$ cat src/rtl/rv32_pkg.sv
// Package for the RV32IM execute core: types, opcodes, CSR addresses.
// No dependencies.
package rv32_pkg;

    typedef enum logic [2:0] {
        ST_IDLE,
        ST_READ,
        ST_EXEC,
        ST_MDIV,
        ST_WRITE,
        ST_OUT
    } ctrl_state_t;

    localparam logic [6:0] OP_LUI    = 7'h37;
    localparam logic [6:0] OP_AUIPC  = 7'h17;
    localparam logic [6:0] OP_JAL    = 7'h6F;
    localparam logic [6:0] OP_JALR   = 7'h67;
    localparam logic [6:0] OP_BRANCH = 7'h63;
    localparam logic [6:0] OP_LOAD   = 7'h03;
    localparam logic [6:0] OP_STORE  = 7'h23;
    localparam logic [6:0] OP_IMM    = 7'h13;
    localparam logic [6:0] OP_REG    = 7'h33;
    localparam logic [6:0] OP_SYS    = 7'h73;

    localparam logic [11:0] CSR_MSTATUS = 12'h300;
    localparam logic [11:0] CSR_MTVEC   = 12'h305;
    localparam logic [11:0] CSR_MEPC    = 12'h341;
    localparam logic [11:0] CSR_MCAUSE  = 12'h342;

    localparam logic [31:0] INST_ECALL  = 32'h0000_0073;
    localparam logic [31:0] INST_EBREAK = 32'h0010_0073;
    localparam logic [31:0] INST_MRET   = 32'h3020_0073;
    localparam logic [31:0] CAUSE_ECALL = 32'd11;

    localparam logic [1:0] STAT_DONE  = 2'd0;
    localparam logic [1:0] STAT_WAIT  = 2'd1;
    localparam logic [1:0] STAT_HALT  = 2'd2;
    localparam logic [1:0] STAT_ILL   = 2'd3;

    // controller -> datapath
    typedef struct packed {
        logic capture;
        logic read;
        logic exec;
        logic md_start;
        logic write;
    } dp_cmd_t;

    // datapath -> controller
    typedef struct packed {
        logic md_busy;
        logic need_md;
    } dp_stat_t;

endpackage

$ cat src/rtl/rv32_muldiv.sv
// Iterative multiply/divide unit: one bit per cycle, 32 steps after start.
// Works on operand magnitudes and fixes signs at the end. No package dependencies.
module rv32_muldiv (
    input  logic        aclk,
    input  logic        aresetn,
    input  logic        start,
    input  logic [2:0]  f3,
    input  logic [31:0] a,
    input  logic [31:0] b,
    output logic        busy,
    output logic [31:0] result
);
    logic [5:0]  cnt_reg, cnt_next;
    logic [63:0] acc_reg, acc_next;    // product, or {rem, quot}
    logic [32:0] mcand_reg, mcand_next;
    logic [2:0]  f3_reg, f3_next;
    logic        neg_q_reg, neg_q_next, neg_r_reg, neg_r_next;
    logic        bz_reg, bz_next;
    logic [31:0] a0_reg, a0_next;
    logic [32:0] trial, psum;
    logic [63:0] prod;
    logic        sa, sb, sgn;
    logic [31:0] ua, ub, q, r;

    assign busy = (cnt_reg != 6'd0);

    // load magnitudes on start, then one shift-add or shift-subtract per cycle
    always_comb begin
        sgn = (f3 == 3'd1) || (f3 == 3'd4) || (f3 == 3'd6);
        sa = sgn & a[31];
        sb = sgn & b[31];
        ua = sa ? (32'd0 - a) : a;
        ub = sb ? (32'd0 - b) : b;
        cnt_next = cnt_reg;
        acc_next = acc_reg;
        mcand_next = mcand_reg;
        f3_next = f3_reg;
        neg_q_next = neg_q_reg;
        neg_r_next = neg_r_reg;
        bz_next = bz_reg;
        a0_next = a0_reg;
        trial = acc_reg[63:31] - mcand_reg;
        psum = {1'b0, acc_reg[63:32]} + (acc_reg[0] ? mcand_reg : 33'd0);
        if (start) begin
            cnt_next = 6'd32;
            f3_next = f3;
            a0_next = a;
            bz_next = (b == 32'd0);
            neg_q_next = sa ^ sb;
            neg_r_next = sa;
            acc_next = {32'd0, ua};
            mcand_next = {1'b0, ub};
        end else if (busy) begin
            cnt_next = cnt_reg - 6'd1;
            if (f3_reg[2]) begin
                // restoring division step
                if (!trial[32])
                    acc_next = {trial[31:0], acc_reg[30:0], 1'b1};
                else
                    acc_next = {acc_reg[62:0], 1'b0};
            end else begin
                // shift-add step over the multiplier bits
                acc_next = {psum, acc_reg[31:1]};
            end
        end
        prod = neg_q_reg ? (64'd0 - acc_reg) : acc_reg;
        q = neg_q_reg ? (32'd0 - acc_reg[31:0]) : acc_reg[31:0];
        r = neg_r_reg ? (32'd0 - acc_reg[63:32]) : acc_reg[63:32];
        case (f3_reg)
            3'd0:    result = prod[31:0];
            3'd1,
            3'd3:    result = prod[63:32];
            3'd4,
            3'd5:    result = bz_reg ? 32'hFFFF_FFFF : q;
            3'd6,
            3'd7:    result = bz_reg ? a0_reg : r;
            default: result = 32'd0;
        endcase
    end

    always_ff @(posedge aclk) begin
        if (!aresetn) begin
            cnt_reg <= 6'd0;
        end else begin
            cnt_reg <= cnt_next;
        end
        acc_reg <= acc_next;
        mcand_reg <= mcand_next;
        f3_reg <= f3_next;
        neg_q_reg <= neg_q_next;
        neg_r_reg <= neg_r_next;
        bz_reg <= bz_next;
        a0_reg <= a0_next;
    end
endmodule

$ cat src/rtl/rv32_datapath.sv
// Datapath: register file memory, CSRs, ALU, branch and memory request logic.
// Depends on rv32_pkg and rv32_muldiv.
module rv32_datapath #(
    parameter int REG_COUNT = 32
) (
    input  logic              aclk,
    input  logic              aresetn,
    input  rv32_pkg::dp_cmd_t cmd,
    output rv32_pkg::dp_stat_t stat,
    input  logic              s_func,
    input  logic [31:0]       s_inst,
    input  logic [31:0]       s_pc,
    input  logic [31:0]       s_load_data,
    output logic [31:0]       m_next_pc,
    output logic              m_mem_valid,
    output logic              m_mem_write,
    output logic [31:0]       m_mem_addr,
    output logic [1:0]        m_mem_size,
    output logic [31:0]       m_mem_wdata,
    output logic [1:0]        m_status,
    output logic [31:0]       m_halt_code
);
    import rv32_pkg::*;

    localparam int IW = $clog2(REG_COUNT);

    // register file with per-entry valid bits so reset reads zero
    logic [31:0] rf_mem [REG_COUNT];
    logic [REG_COUNT-1:0] rf_vld_reg;
    logic [31:0] ra_reg, rb_reg, a0v_reg;
    logic        va_reg, vb_reg, v10_reg;

    logic        func_reg;
    logic [31:0] inst_reg, pc_reg, ld_reg;
    logic [31:0] mstatus_reg, mtvec_reg, mepc_reg, mcause_reg;
    logic [4:0]  pdest_reg;
    logic [2:0]  pkind_reg;
    logic        pvalid_reg;

    logic        we_reg;
    logic [4:0]  wa_reg;
    logic [31:0] wd_reg;

    logic [31:0] next_reg, ma_reg, md_reg, hc_reg;
    logic        mv_reg, mw_reg;
    logic [1:0]  ms_reg, st_reg;

    logic [31:0] a, b, a0v;
    logic [6:0]  op, f7;
    logic [2:0]  f3;
    logic [4:0]  rd, rs1, rs2;
    logic [31:0] immi, imms, immb, immj, immu;
    logic        ill;
    logic        we;
    logic [31:0] wd, nxt, ma, md, hc;
    logic        mv, mw;
    logic [1:0]  ms, st;
    logic        csr_hit;
    logic [31:0] csr_old, csr_new;
    logic [1:0]  csr_sel;
    logic        csr_we, set_pend, clr_pend, do_ecall, do_mret;
    logic [31:0] ldv;
    logic        take, is_md;
    logic [31:0] md_res;
    logic        md_busy;

    rv32_muldiv u_md (
        .aclk    (aclk),
        .aresetn (aresetn),
        .start   (cmd.md_start),
        .f3      (f3),
        .a       (a),
        .b       (b),
        .busy    (md_busy),
        .result  (md_res)
    );

    function automatic logic rf_ok(input logic [4:0] i);
        return (i != 5'd0) && (32'(i) < REG_COUNT);
    endfunction

    assign op = inst_reg[6:0];
    assign f3 = inst_reg[14:12];
    assign f7 = inst_reg[31:25];
    assign rd = inst_reg[11:7];
    assign rs1 = inst_reg[19:15];
    assign rs2 = inst_reg[24:20];
    assign a = va_reg ? ra_reg : 32'd0;
    assign b = vb_reg ? rb_reg : 32'd0;
    assign a0v = v10_reg ? a0v_reg : 32'd0;
    assign immi = {{20{inst_reg[31]}}, inst_reg[31:20]};
    assign imms = {{20{inst_reg[31]}}, inst_reg[31:25], inst_reg[11:7]};
    assign immb = {{19{inst_reg[31]}}, inst_reg[31], inst_reg[7], inst_reg[30:25],
                   inst_reg[11:8], 1'b0};
    assign immj = {{11{inst_reg[31]}}, inst_reg[31], inst_reg[19:12], inst_reg[20],
                   inst_reg[30:21], 1'b0};
    assign immu = {inst_reg[31:12], 12'd0};
    assign is_md = !func_reg && (op == OP_REG) && (f7 == 7'd1) && (f3 != 3'd2);

    assign stat.md_busy = md_busy;
    assign stat.need_md = is_md;

    // decode and execute one word
    always_comb begin
        ill = 1'b0; we = 1'b0; wd = 32'd0; nxt = pc_reg + 32'd4;
        mv = 1'b0; mw = 1'b0; ma = 32'd0; ms = 2'd0; md = 32'd0; st = STAT_DONE;
        hc = 32'd0; take = 1'b0; csr_we = 1'b0; csr_new = 32'd0;
        set_pend = 1'b0; clr_pend = 1'b0; do_ecall = 1'b0; do_mret = 1'b0;
        csr_hit = 1'b1; csr_sel = 2'd0;
        case (inst_reg[31:20])
            CSR_MSTATUS: csr_sel = 2'd0;
            CSR_MTVEC:   csr_sel = 2'd1;
            CSR_MEPC:    csr_sel = 2'd2;
            CSR_MCAUSE:  csr_sel = 2'd3;
            default:     csr_hit = 1'b0;
        endcase
        case (csr_sel)
            2'd0:    csr_old = mstatus_reg;
            2'd1:    csr_old = mtvec_reg;
            2'd2:    csr_old = mepc_reg;
            default: csr_old = mcause_reg;
        endcase
        case (pkind_reg)
            3'd0:    ldv = {{24{ld_reg[7]}}, ld_reg[7:0]};
            3'd1:    ldv = {{16{ld_reg[15]}}, ld_reg[15:0]};
            3'd4:    ldv = {24'd0, ld_reg[7:0]};
            3'd5:    ldv = {16'd0, ld_reg[15:0]};
            default: ldv = ld_reg;
        endcase
        if (func_reg) begin
            if (!pvalid_reg) ill = 1'b1;
            else begin we = 1'b1; wd = ldv; clr_pend = 1'b1; end
        end else begin
            case (op)
                OP_LUI:   begin we = 1'b1; wd = immu; end
                OP_AUIPC: begin we = 1'b1; wd = pc_reg + immu; end
                OP_JAL:   begin we = 1'b1; wd = pc_reg + 32'd4; nxt = pc_reg + immj; end
                OP_JALR: begin
                    if (f3 != 3'd0) ill = 1'b1;
                    else begin
                        we = 1'b1; wd = pc_reg + 32'd4;
                        nxt = (a + immi) & 32'hFFFF_FFFE;
                    end
                end
                OP_BRANCH: begin
                    case (f3)
                        3'd0:    take = (a == b);
                        3'd1:    take = (a != b);
                        3'd4:    take = ($signed(a) < $signed(b));
                        3'd5:    take = !($signed(a) < $signed(b));
                        3'd6:    take = (a < b);
                        3'd7:    take = (a >= b);
                        default: ill = 1'b1;
                    endcase
                    if (take) nxt = pc_reg + immb;
                end
                OP_LOAD: begin
                    if (f3 == 3'd3 || f3 == 3'd6 || f3 == 3'd7) ill = 1'b1;
                    else begin
                        mv = 1'b1; ma = a + immi; ms = f3[1:0]; st = STAT_WAIT;
                        set_pend = 1'b1;
                    end
                end
                OP_STORE: begin
                    if (f3 > 3'd2) ill = 1'b1;
                    else begin
                        mv = 1'b1; mw = 1'b1; ms = f3[1:0]; ma = a + imms;
                        md = (f3 == 3'd0) ? {24'd0, b[7:0]} :
                             (f3 == 3'd1) ? {16'd0, b[15:0]} : b;
                    end
                end
                OP_IMM: begin
                    we = 1'b1;
                    case (f3)
                        3'd0: wd = a + immi;
                        3'd2: wd = {31'd0, $signed(a) < $signed(immi)};
                        3'd3: wd = {31'd0, a < immi};
                        3'd4: wd = a ^ immi;
                        3'd6: wd = a | immi;
                        3'd7: wd = a & immi;
                        3'd1: begin
                            if (f7[6:1] != 6'd0) begin ill = 1'b1; we = 1'b0; end
                            else if (f7[0]) we = 1'b0;
                            else wd = a << rs2;
                        end
                        default: begin
                            if (f7 == 7'h00) wd = a >> rs2;
                            else if (f7 == 7'h20) wd = 32'($signed(a) >>> rs2);
                            else begin ill = 1'b1; we = 1'b0; end
                        end
                    endcase
                end
                OP_REG: begin
                    we = 1'b1;
                    if (f7 == 7'h00) begin
                        case (f3)
                            3'd0:    wd = a + b;
                            3'd1:    wd = a << b[4:0];
                            3'd2:    wd = {31'd0, $signed(a) < $signed(b)};
                            3'd3:    wd = {31'd0, a < b};
                            3'd4:    wd = a ^ b;
                            3'd5:    wd = a >> b[4:0];
                            3'd6:    wd = a | b;
                            default: wd = a & b;
                        endcase
                    end else if (f7 == 7'h20) begin
                        if (f3 == 3'd0) wd = a - b;
                        else if (f3 == 3'd5) wd = 32'($signed(a) >>> b[4:0]);
                        else begin ill = 1'b1; we = 1'b0; end
                    end else if (f7 == 7'h01) begin
                        if (f3 == 3'd2) begin ill = 1'b1; we = 1'b0; end
                        else wd = md_res;
                    end else begin
                        ill = 1'b1; we = 1'b0;
                    end
                end
                OP_SYS: begin
                    if (f3 == 3'd0) begin
                        if (inst_reg == INST_ECALL) begin
                            do_ecall = 1'b1; nxt = mtvec_reg;
                        end else if (inst_reg == INST_EBREAK) begin
                            st = STAT_HALT; hc = a0v;
                        end else if (inst_reg == INST_MRET) begin
                            do_mret = 1'b1; nxt = mepc_reg;
                        end else ill = 1'b1;
                    end else if (f3 == 3'd1 || f3 == 3'd2) begin
                        if (!csr_hit) ill = 1'b1;
                        else begin
                            we = 1'b1; wd = csr_old; csr_we = 1'b1;
                            csr_new = (f3 == 3'd1) ? a : (csr_old | a);
                        end
                    end else ill = 1'b1;
                end
                default: ill = 1'b1;
            endcase
        end
        if (ill) begin
            nxt = pc_reg + 32'd4; mv = 1'b0; mw = 1'b0; ma = 32'd0; ms = 2'd0;
            md = 32'd0; st = STAT_ILL; hc = 32'd0; we = 1'b0; csr_we = 1'b0;
            set_pend = 1'b0; clr_pend = 1'b0; do_ecall = 1'b0; do_mret = 1'b0;
        end
    end

    assign m_next_pc = next_reg;
    assign m_mem_valid = mv_reg;
    assign m_mem_write = mw_reg;
    assign m_mem_addr = ma_reg;
    assign m_mem_size = ms_reg;
    assign m_mem_wdata = md_reg;
    assign m_status = st_reg;
    assign m_halt_code = hc_reg;

    // register file: read in READ, write in WRITE
    always_ff @(posedge aclk) begin
        if (cmd.read) begin
            ra_reg <= rf_mem[rs1[IW-1:0]];
            rb_reg <= rf_mem[rs2[IW-1:0]];
            a0v_reg <= rf_mem[IW'(10)];
        end
        if (cmd.write && we_reg && rf_ok(wa_reg))
            rf_mem[wa_reg[IW-1:0]] <= wd_reg;
    end

    always_ff @(posedge aclk) begin
        if (!aresetn) begin
            rf_vld_reg <= '0;
            va_reg <= 1'b0; vb_reg <= 1'b0; v10_reg <= 1'b0;
            mstatus_reg <= '0; mtvec_reg <= '0; mepc_reg <= '0; mcause_reg <= '0;
            pdest_reg <= '0; pkind_reg <= '0; pvalid_reg <= 1'b0;
            we_reg <= 1'b0;
        end else begin
            if (cmd.read) begin
                va_reg <= rf_ok(rs1) && rf_vld_reg[rs1[IW-1:0]];
                vb_reg <= rf_ok(rs2) && rf_vld_reg[rs2[IW-1:0]];
                v10_reg <= rf_ok(5'd10) && rf_vld_reg[IW'(10)];
            end
            if (cmd.exec) begin
                we_reg <= we;
                wa_reg <= func_reg ? pdest_reg : rd;
                wd_reg <= wd;
                if (csr_we) begin
                    case (csr_sel)
                        2'd0:    mstatus_reg <= csr_new;
                        2'd1:    mtvec_reg <= csr_new;
                        2'd2:    mepc_reg <= csr_new;
                        default: mcause_reg <= csr_new;
                    endcase
                end
                if (do_ecall) begin mepc_reg <= pc_reg; mcause_reg <= CAUSE_ECALL; end
                if (do_mret) mstatus_reg <= {mstatus_reg[31:4], mstatus_reg[7],
                                             mstatus_reg[2:0]};
                if (set_pend) begin pdest_reg <= rd; pkind_reg <= f3; pvalid_reg <= 1'b1; end
                if (clr_pend) pvalid_reg <= 1'b0;
            end
            if (cmd.write && we_reg && rf_ok(wa_reg))
                rf_vld_reg[wa_reg[IW-1:0]] <= 1'b1;
        end
    end

    // capture input word and result word
    always_ff @(posedge aclk) begin
        if (cmd.capture) begin
            func_reg <= s_func; inst_reg <= s_inst; pc_reg <= s_pc; ld_reg <= s_load_data;
        end
        if (cmd.exec) begin
            next_reg <= nxt; mv_reg <= mv; mw_reg <= mw; ma_reg <= ma; ms_reg <= ms;
            md_reg <= md; st_reg <= st; hc_reg <= hc;
        end
    end
endmodule

$ cat src/rtl/rv32_ctrl.sv
// Controller state machine sequencing capture, read, execute, write back and output.
// Depends on rv32_pkg.
module rv32_ctrl (
    input  logic               aclk,
    input  logic               aresetn,
    input  logic               s_valid,
    output logic               s_ready,
    output logic               m_valid,
    input  logic               m_ready,
    output rv32_pkg::dp_cmd_t  cmd,
    input  rv32_pkg::dp_stat_t stat
);
    import rv32_pkg::*;

    ctrl_state_t state_reg, state_next;

    always_ff @(posedge aclk) begin
        if (!aresetn) state_reg <= ST_IDLE;
        else          state_reg <= state_next;
    end

    // advance through the phases of one word
    always_comb begin
        state_next = state_reg;
        cmd = '0;
        s_ready = 1'b0;
        m_valid = 1'b0;
        case (state_reg)
            ST_IDLE: begin
                s_ready = 1'b1;
                if (s_valid) begin cmd.capture = 1'b1; state_next = ST_READ; end
            end
            ST_READ: begin
                cmd.read = 1'b1;
                state_next = ST_EXEC;
            end
            ST_EXEC: begin
                if (stat.need_md) begin
                    cmd.md_start = 1'b1; state_next = ST_MDIV;
                end else begin
                    cmd.exec = 1'b1; state_next = ST_WRITE;
                end
            end
            ST_MDIV: begin
                if (!stat.md_busy) begin cmd.exec = 1'b1; state_next = ST_WRITE; end
            end
            ST_WRITE: begin
                cmd.write = 1'b1;
                state_next = ST_OUT;
            end
            ST_OUT: begin
                m_valid = 1'b1;
                if (m_ready) state_next = ST_IDLE;
            end
            default: state_next = ST_IDLE;
        endcase
    end
endmodule

$ cat src/rtl/rv32im_execute_core_top.sv
// RV32IM execute core top level: controller plus datapath.
// The result word is presented in OUT after the accepted word passes READ, EXEC,
// MDIV (while the bit-serial mul/div unit is busy) and WRITE; a new word is accepted
// only after the previous result is taken. Synchronous active-low reset clears
// registers (per-entry valid bits), CSRs and pending load; no clearing pass.
module rv32im_execute_core_top #(
    parameter int REG_COUNT = 32
) (
    input  logic        aclk,
    input  logic        aresetn,
    input  logic        s_valid,
    output logic        s_ready,
    input  logic        s_func,
    input  logic [31:0] s_inst,
    input  logic [31:0] s_pc,
    input  logic [31:0] s_load_data,
    output logic        m_valid,
    input  logic        m_ready,
    output logic [31:0] m_next_pc,
    output logic        m_mem_valid,
    output logic        m_mem_write,
    output logic [31:0] m_mem_addr,
    output logic [1:0]  m_mem_size,
    output logic [31:0] m_mem_wdata,
    output logic [1:0]  m_status,
    output logic [31:0] m_halt_code
);
    import rv32_pkg::*;

    dp_cmd_t  cmd;
    dp_stat_t stat;

    rv32_ctrl u_ctrl (
        .aclk (aclk), .aresetn (aresetn),
        .s_valid (s_valid), .s_ready (s_ready),
        .m_valid (m_valid), .m_ready (m_ready),
        .cmd (cmd), .stat (stat)
    );

    rv32_datapath #(.REG_COUNT(REG_COUNT)) u_dp (
        .aclk (aclk), .aresetn (aresetn), .cmd (cmd), .stat (stat),
        .s_func (s_func), .s_inst (s_inst), .s_pc (s_pc), .s_load_data (s_load_data),
        .m_next_pc (m_next_pc), .m_mem_valid (m_mem_valid), .m_mem_write (m_mem_write),
        .m_mem_addr (m_mem_addr), .m_mem_size (m_mem_size), .m_mem_wdata (m_mem_wdata),
        .m_status (m_status), .m_halt_code (m_halt_code)
    );
endmodule
$ cat config.mk
export PLATFORM = sky130hd
export DESIGN_NAME = rv32im_execute_core_top
export DESIGN_NICKNAME = d
export VERILOG_FILES = /design/src/rtl/rv32_pkg.sv /design/src/rtl/rv32_muldiv.sv /design/src/rtl/rv32_datapath.sv /design/src/rtl/rv32_ctrl.sv /design/src/rtl/rv32im_execute_core_top.sv
export SDC_FILE = /design/constraint.sdc
export NUM_CORES = 2
export LEC_CHECK = 0
export BUFFER_PORTS_ARGS = -buffer_cell sky130_fd_sc_hd__buf_2
export CORE_UTILIZATION = 25
export CTS_CLUSTER_DIAMETER = 100
export CTS_CLUSTER_SIZE = 12
export DETAILED_ROUTE_END_ITERATION = 6
export PLACE_DENSITY_LB_ADDON = 0.2
export SYNTH_ARGS = -nofsm -noshare
export SYNTH_HDL_FRONTEND = slang
export SYNTH_HIERARCHICAL = 1
export SYNTH_SLANG_ARGS = --single-unit
$ cat constraint.sdc
create_clock -name aclk -period 15.75 [get_ports aclk]
set_clock_uncertainty 0.1 [all_clocks]
set_input_delay 3.9375 -clock aclk [delete_from_list [all_inputs] [get_ports aclk]]
set_output_delay 3.9375 -clock aclk [all_outputs]
set_load 0.005 [all_outputs]
==> metrics.md <==
| Metric | Value |
|---|---|
| Run status | `complete, but fails checks` |
| Violated checks | `DRC` |
| GR Layer Usage met2 | `0.384` |
| FF-to-FF Start | `u_dp/va_reg` |
| CTS buffer count | `176` |
| Clk slew on worst S/H paths | `0.07 ns` |
| Post-synth top area cell | `edfxtp_1` |
| IO Port Bufs | `236` |
| Gr usage total | `0.250` |
| Die area | `430000 sq um` |
| Via/cell ratio | `5.77` |
| Post-route cell area | `121000 sq um` |
| Primary FF master, synth | `edfxtp_1` |
| Busiest grt layer | `met2` |
| Residual DRC | `2` |
| Final count of hold timing violations | `0` |
| Critical path class | `reg2reg` |
| Largest family of logic cells by synthesized area | `multiplexers` |
| Sequential fraction of the synthesis area | `0.459` |
| WL per Instance | `37.0 um` |
| Fin Setup TNS | `0 ns` |
| RR Endpoint | `u_dp/m_next_pc[27]` |
| Largest stage delay, worst path | `1.15 ns` |
| Cell class contributing the biggest share of worst-path delay | `simple AND/OR/NAND/NOR gates` |
| Clk buf depth | `4` |
| Total power | `13.3 mW` |
| Initial DRC count | `12200` |
| WP data required | `16.28 ns` |
| Pins Over Slew Limit | `0` |
| Final cell count without fillers | `15200` |
| Post-synthesis mux area share | `0.174` |
| Global routing met1 resource utilization | `0.340` |
| CTS tree | `built` |
| Initial antenna violation count | `67` |
| Crit start category | `flip-flop` |
| Dpl cells | `14900` |
| Initial core utilization | `0.252` |
| GR Overflow Total | `0` |
| Max FO, Critical Path | `44` |
| Cell Chain, Critical Path | `buf_4 -> nand2_1 -> inv_1 -> buf_4 -> ha_1 -> inv_1 -> nand2_1 -> nor3_1 -> nand2_1 -> o21ai_0 -> a31oi_1 -> xnor2_1 -> o21ai_0 -> nand2_1 -> o221ai_1` |
| Vias post-DR | `87600` |
| Hpwl dp | `397000 um` |
| Post-Synthesis Cells | `9313` |
| Unique masters post-synth | `118` |
| Layout cells sized above 1 | `0.185` |
| Slew margin rel. | `0.0266` |
| First-pass GRT wire length | `751000 um` |
| Reg2reg setup slack | `8.56 ns` |
| Critical Path AT | `7.73 ns` |
| Synth Area in Adders | `0.0403` |
| I/O Pins | `237` |
| CP max-delay cell | `xnor2_1` |
| DIE WIDTH | `656 um` |
| ANT nets after route | `0` |
| Yosys reg bits | `1704` |
| GRT met3 Usage | `0.0475` |
| GPL Wtd Cong | `1.01` |
| Synth warnings | `6` |
| FMAX | `0.139 GHz` |
| Clock latency at the later pin of the worst-skew pair | `0.92 ns` |
| Final net count | `9851` |
| Largest net degree at the start of global routing | `112` |
| Asr flop ratio synth | `0` |
| Placed inst area | `116000 sq um` |
| Area fraction of the dominant cell type after synthesis | `0.419` |
| Hold path cells | `1` |
| Synth cell count leaders | `1490 x edfxtp_1, 885 x nand2_1, 709 x mux4_2` |
| Post-CTS sizing | `0` |
| Hold bufs inserted after CTS | `0` |
| Leak Pwr | `41.3 nW` |
| Root buffer cell | `clkbuf_16` |
| Core ar. | `425000 sq um` |
| Most frequent cell after synthesis | `edfxtp_1` |
| Router iterations before antenna repair | `7` |
| Reg2Reg Depth | `15` |
| Main area contributors after synthesis | `edfxtp_1 42%, mux4_2 15%, dfxtp_1 4.0%, ha_1 3.9%, nand2_1 3.1%` |
| Post-Syn Area | `107000 sq um` |
| Postcts setup bufs | `0` |
| Fin crit share | `0.457` |
| Critical path buffer and inverter count | `4` |
| Final setup margin | `8.56 ns` |
| Fin util | `0.284` |
| Min cycle time layout | `7.19 ns` |
| Die height | `656 um` |
| Hold Path Class | `reg2reg` |
| Most used cell, CP | `nand2_1` |
| VDD IR-drop max | `0.0000777 V` |
| Hold wc startpoint | `u_dp/rf_vld_reg[0]` |
| Simple-gate share of the synthesized area | `0.105` |
| Synth Area in Compound Gates | `0.157` |
| CP Capture Type | `flip-flop` |
| Post-synth EDFFs | `1490` |
| Setup Viol. Count Final | `0` |
| Max FFs per register | `1024` |
| Synth Area per Inst | `11.5 sq um` |
| Area grow syn2layout | `13.0%` |
| Slew @ Worst Pin | `1.44 ns` |
| Post-place setup slack | `8.97 ns` |
| FP Rows | `239` |
| Cell Pwr Density | `110 nW/um^2` |
| Hold Slack | `0.359 ns` |
| Hold Path Sink | `u_dp/rf_vld_reg[0]` |
| Max-Cap Viols | `0` |
| H-tree depth | `4` |
| Vias in the first global route | `84400` |
| Synth Area in XOR/XNOR | `0.0308` |
| Sink Count | `1704` |
| RSZ-0062 raised after global routing | `false` |
| DRT Wirelength | `561000 um` |
[cells in the final DEF, fill, tap and decap left out, types with 67 or more instances in the layout]
cell	count
buf_2	235
a211oi_1	104
nor3_1	138
nor2_1	648
o21a_1	67
buf_4	339
nand3_1	132
inv_1	223
a22oi_1	95
a21o_1	101
o221ai_1	89
o211ai_1	92
mux4_2	709
nand2_1	880
dfxtp_1	212
ha_1	330
a21oi_1	654
o22ai_1	93
a21boi_0	107
mux2i_1	187
nor2b_1	91
xnor2_1	234
clkbuf_16	177
xor2_1	138
and2_1	89
a31oi_1	89
edfxtp_1	1490
o21ai_0	573
[logic make-up (layout without fill, tap and decap cells)]
kind of cell,count (synthesis),in the layout
flops,1704,1704
xor+xnor,375,375
mux,960,960
compound gates,2576,2576
other cells,1,56
buf+inv,932,1081
simple gates,2426,2426
fa+ha+maj,339,339
[final cells by class]
type                            count  area (sq um)
Clock inverter                     34           428
Timing Repair Buffer              585          3960
Antenna cell                       24          60.1
Sequential cell                  1704         49000
Tap cell                         5663          7090
Fill cell                       43800        304000
Clock buffer                      226          4610
Multi-Input combinational cell   6708         54700
Inverter                          236           893
[worst max-delay path by stage]
stage | depth (start not counted) | end | start
after detailed placement | 15 | u_dp/m_next_pc[11] | u_dp/va_reg
after global routing | 14 | u_dp/m_next_pc[21] | u_dp/va_reg
after floorplan | 17 | u_dp/mcause_reg[24] | u_dp/inst_reg[31]
after CTS | 15 | u_dp/m_next_pc[27] | u_dp/va_reg
final | 15 | u_dp/m_next_pc[27] | u_dp/va_reg
after global placement | 15 | u_dp/m_next_pc[27] | u_dp/va_reg
[power by group]
part	total [mW]	switching, mW	leakage, nW	internal, mW
Clock	4.03	1.93	2.44	2.09
Sequential	5.49	0.345	15.3	5.15
Combinational	3.78	2.42	23.5	1.36
[worst reg2reg max path, stage by stage, from the launching register on]
cell and delay [ns]:
dfxtp_4 0.58, buf_4 0.46, nand2_1 0.76, inv_1 0.20, buf_4 0.28, ha_1 0.50
inv_1 0.47, nand2_1 0.32, nor3_1 0.43, nand2_1 0.29, o21ai_0 0.50, a31oi_1 0.32
xnor2_1 1.15, o21ai_0 0.24, nand2_1 0.21, o221ai_1 0.13
[per-layer routing]
layer | vias up | wire [um]
li1 | 36300 | -
met1 | 45800 | 236000
met2 | 4611 | 247000
met3 | 927 | 46500
met4 | 16 | 31400
met5 | - | 107
Note: power is estimated with default switching activity, not from simulation.
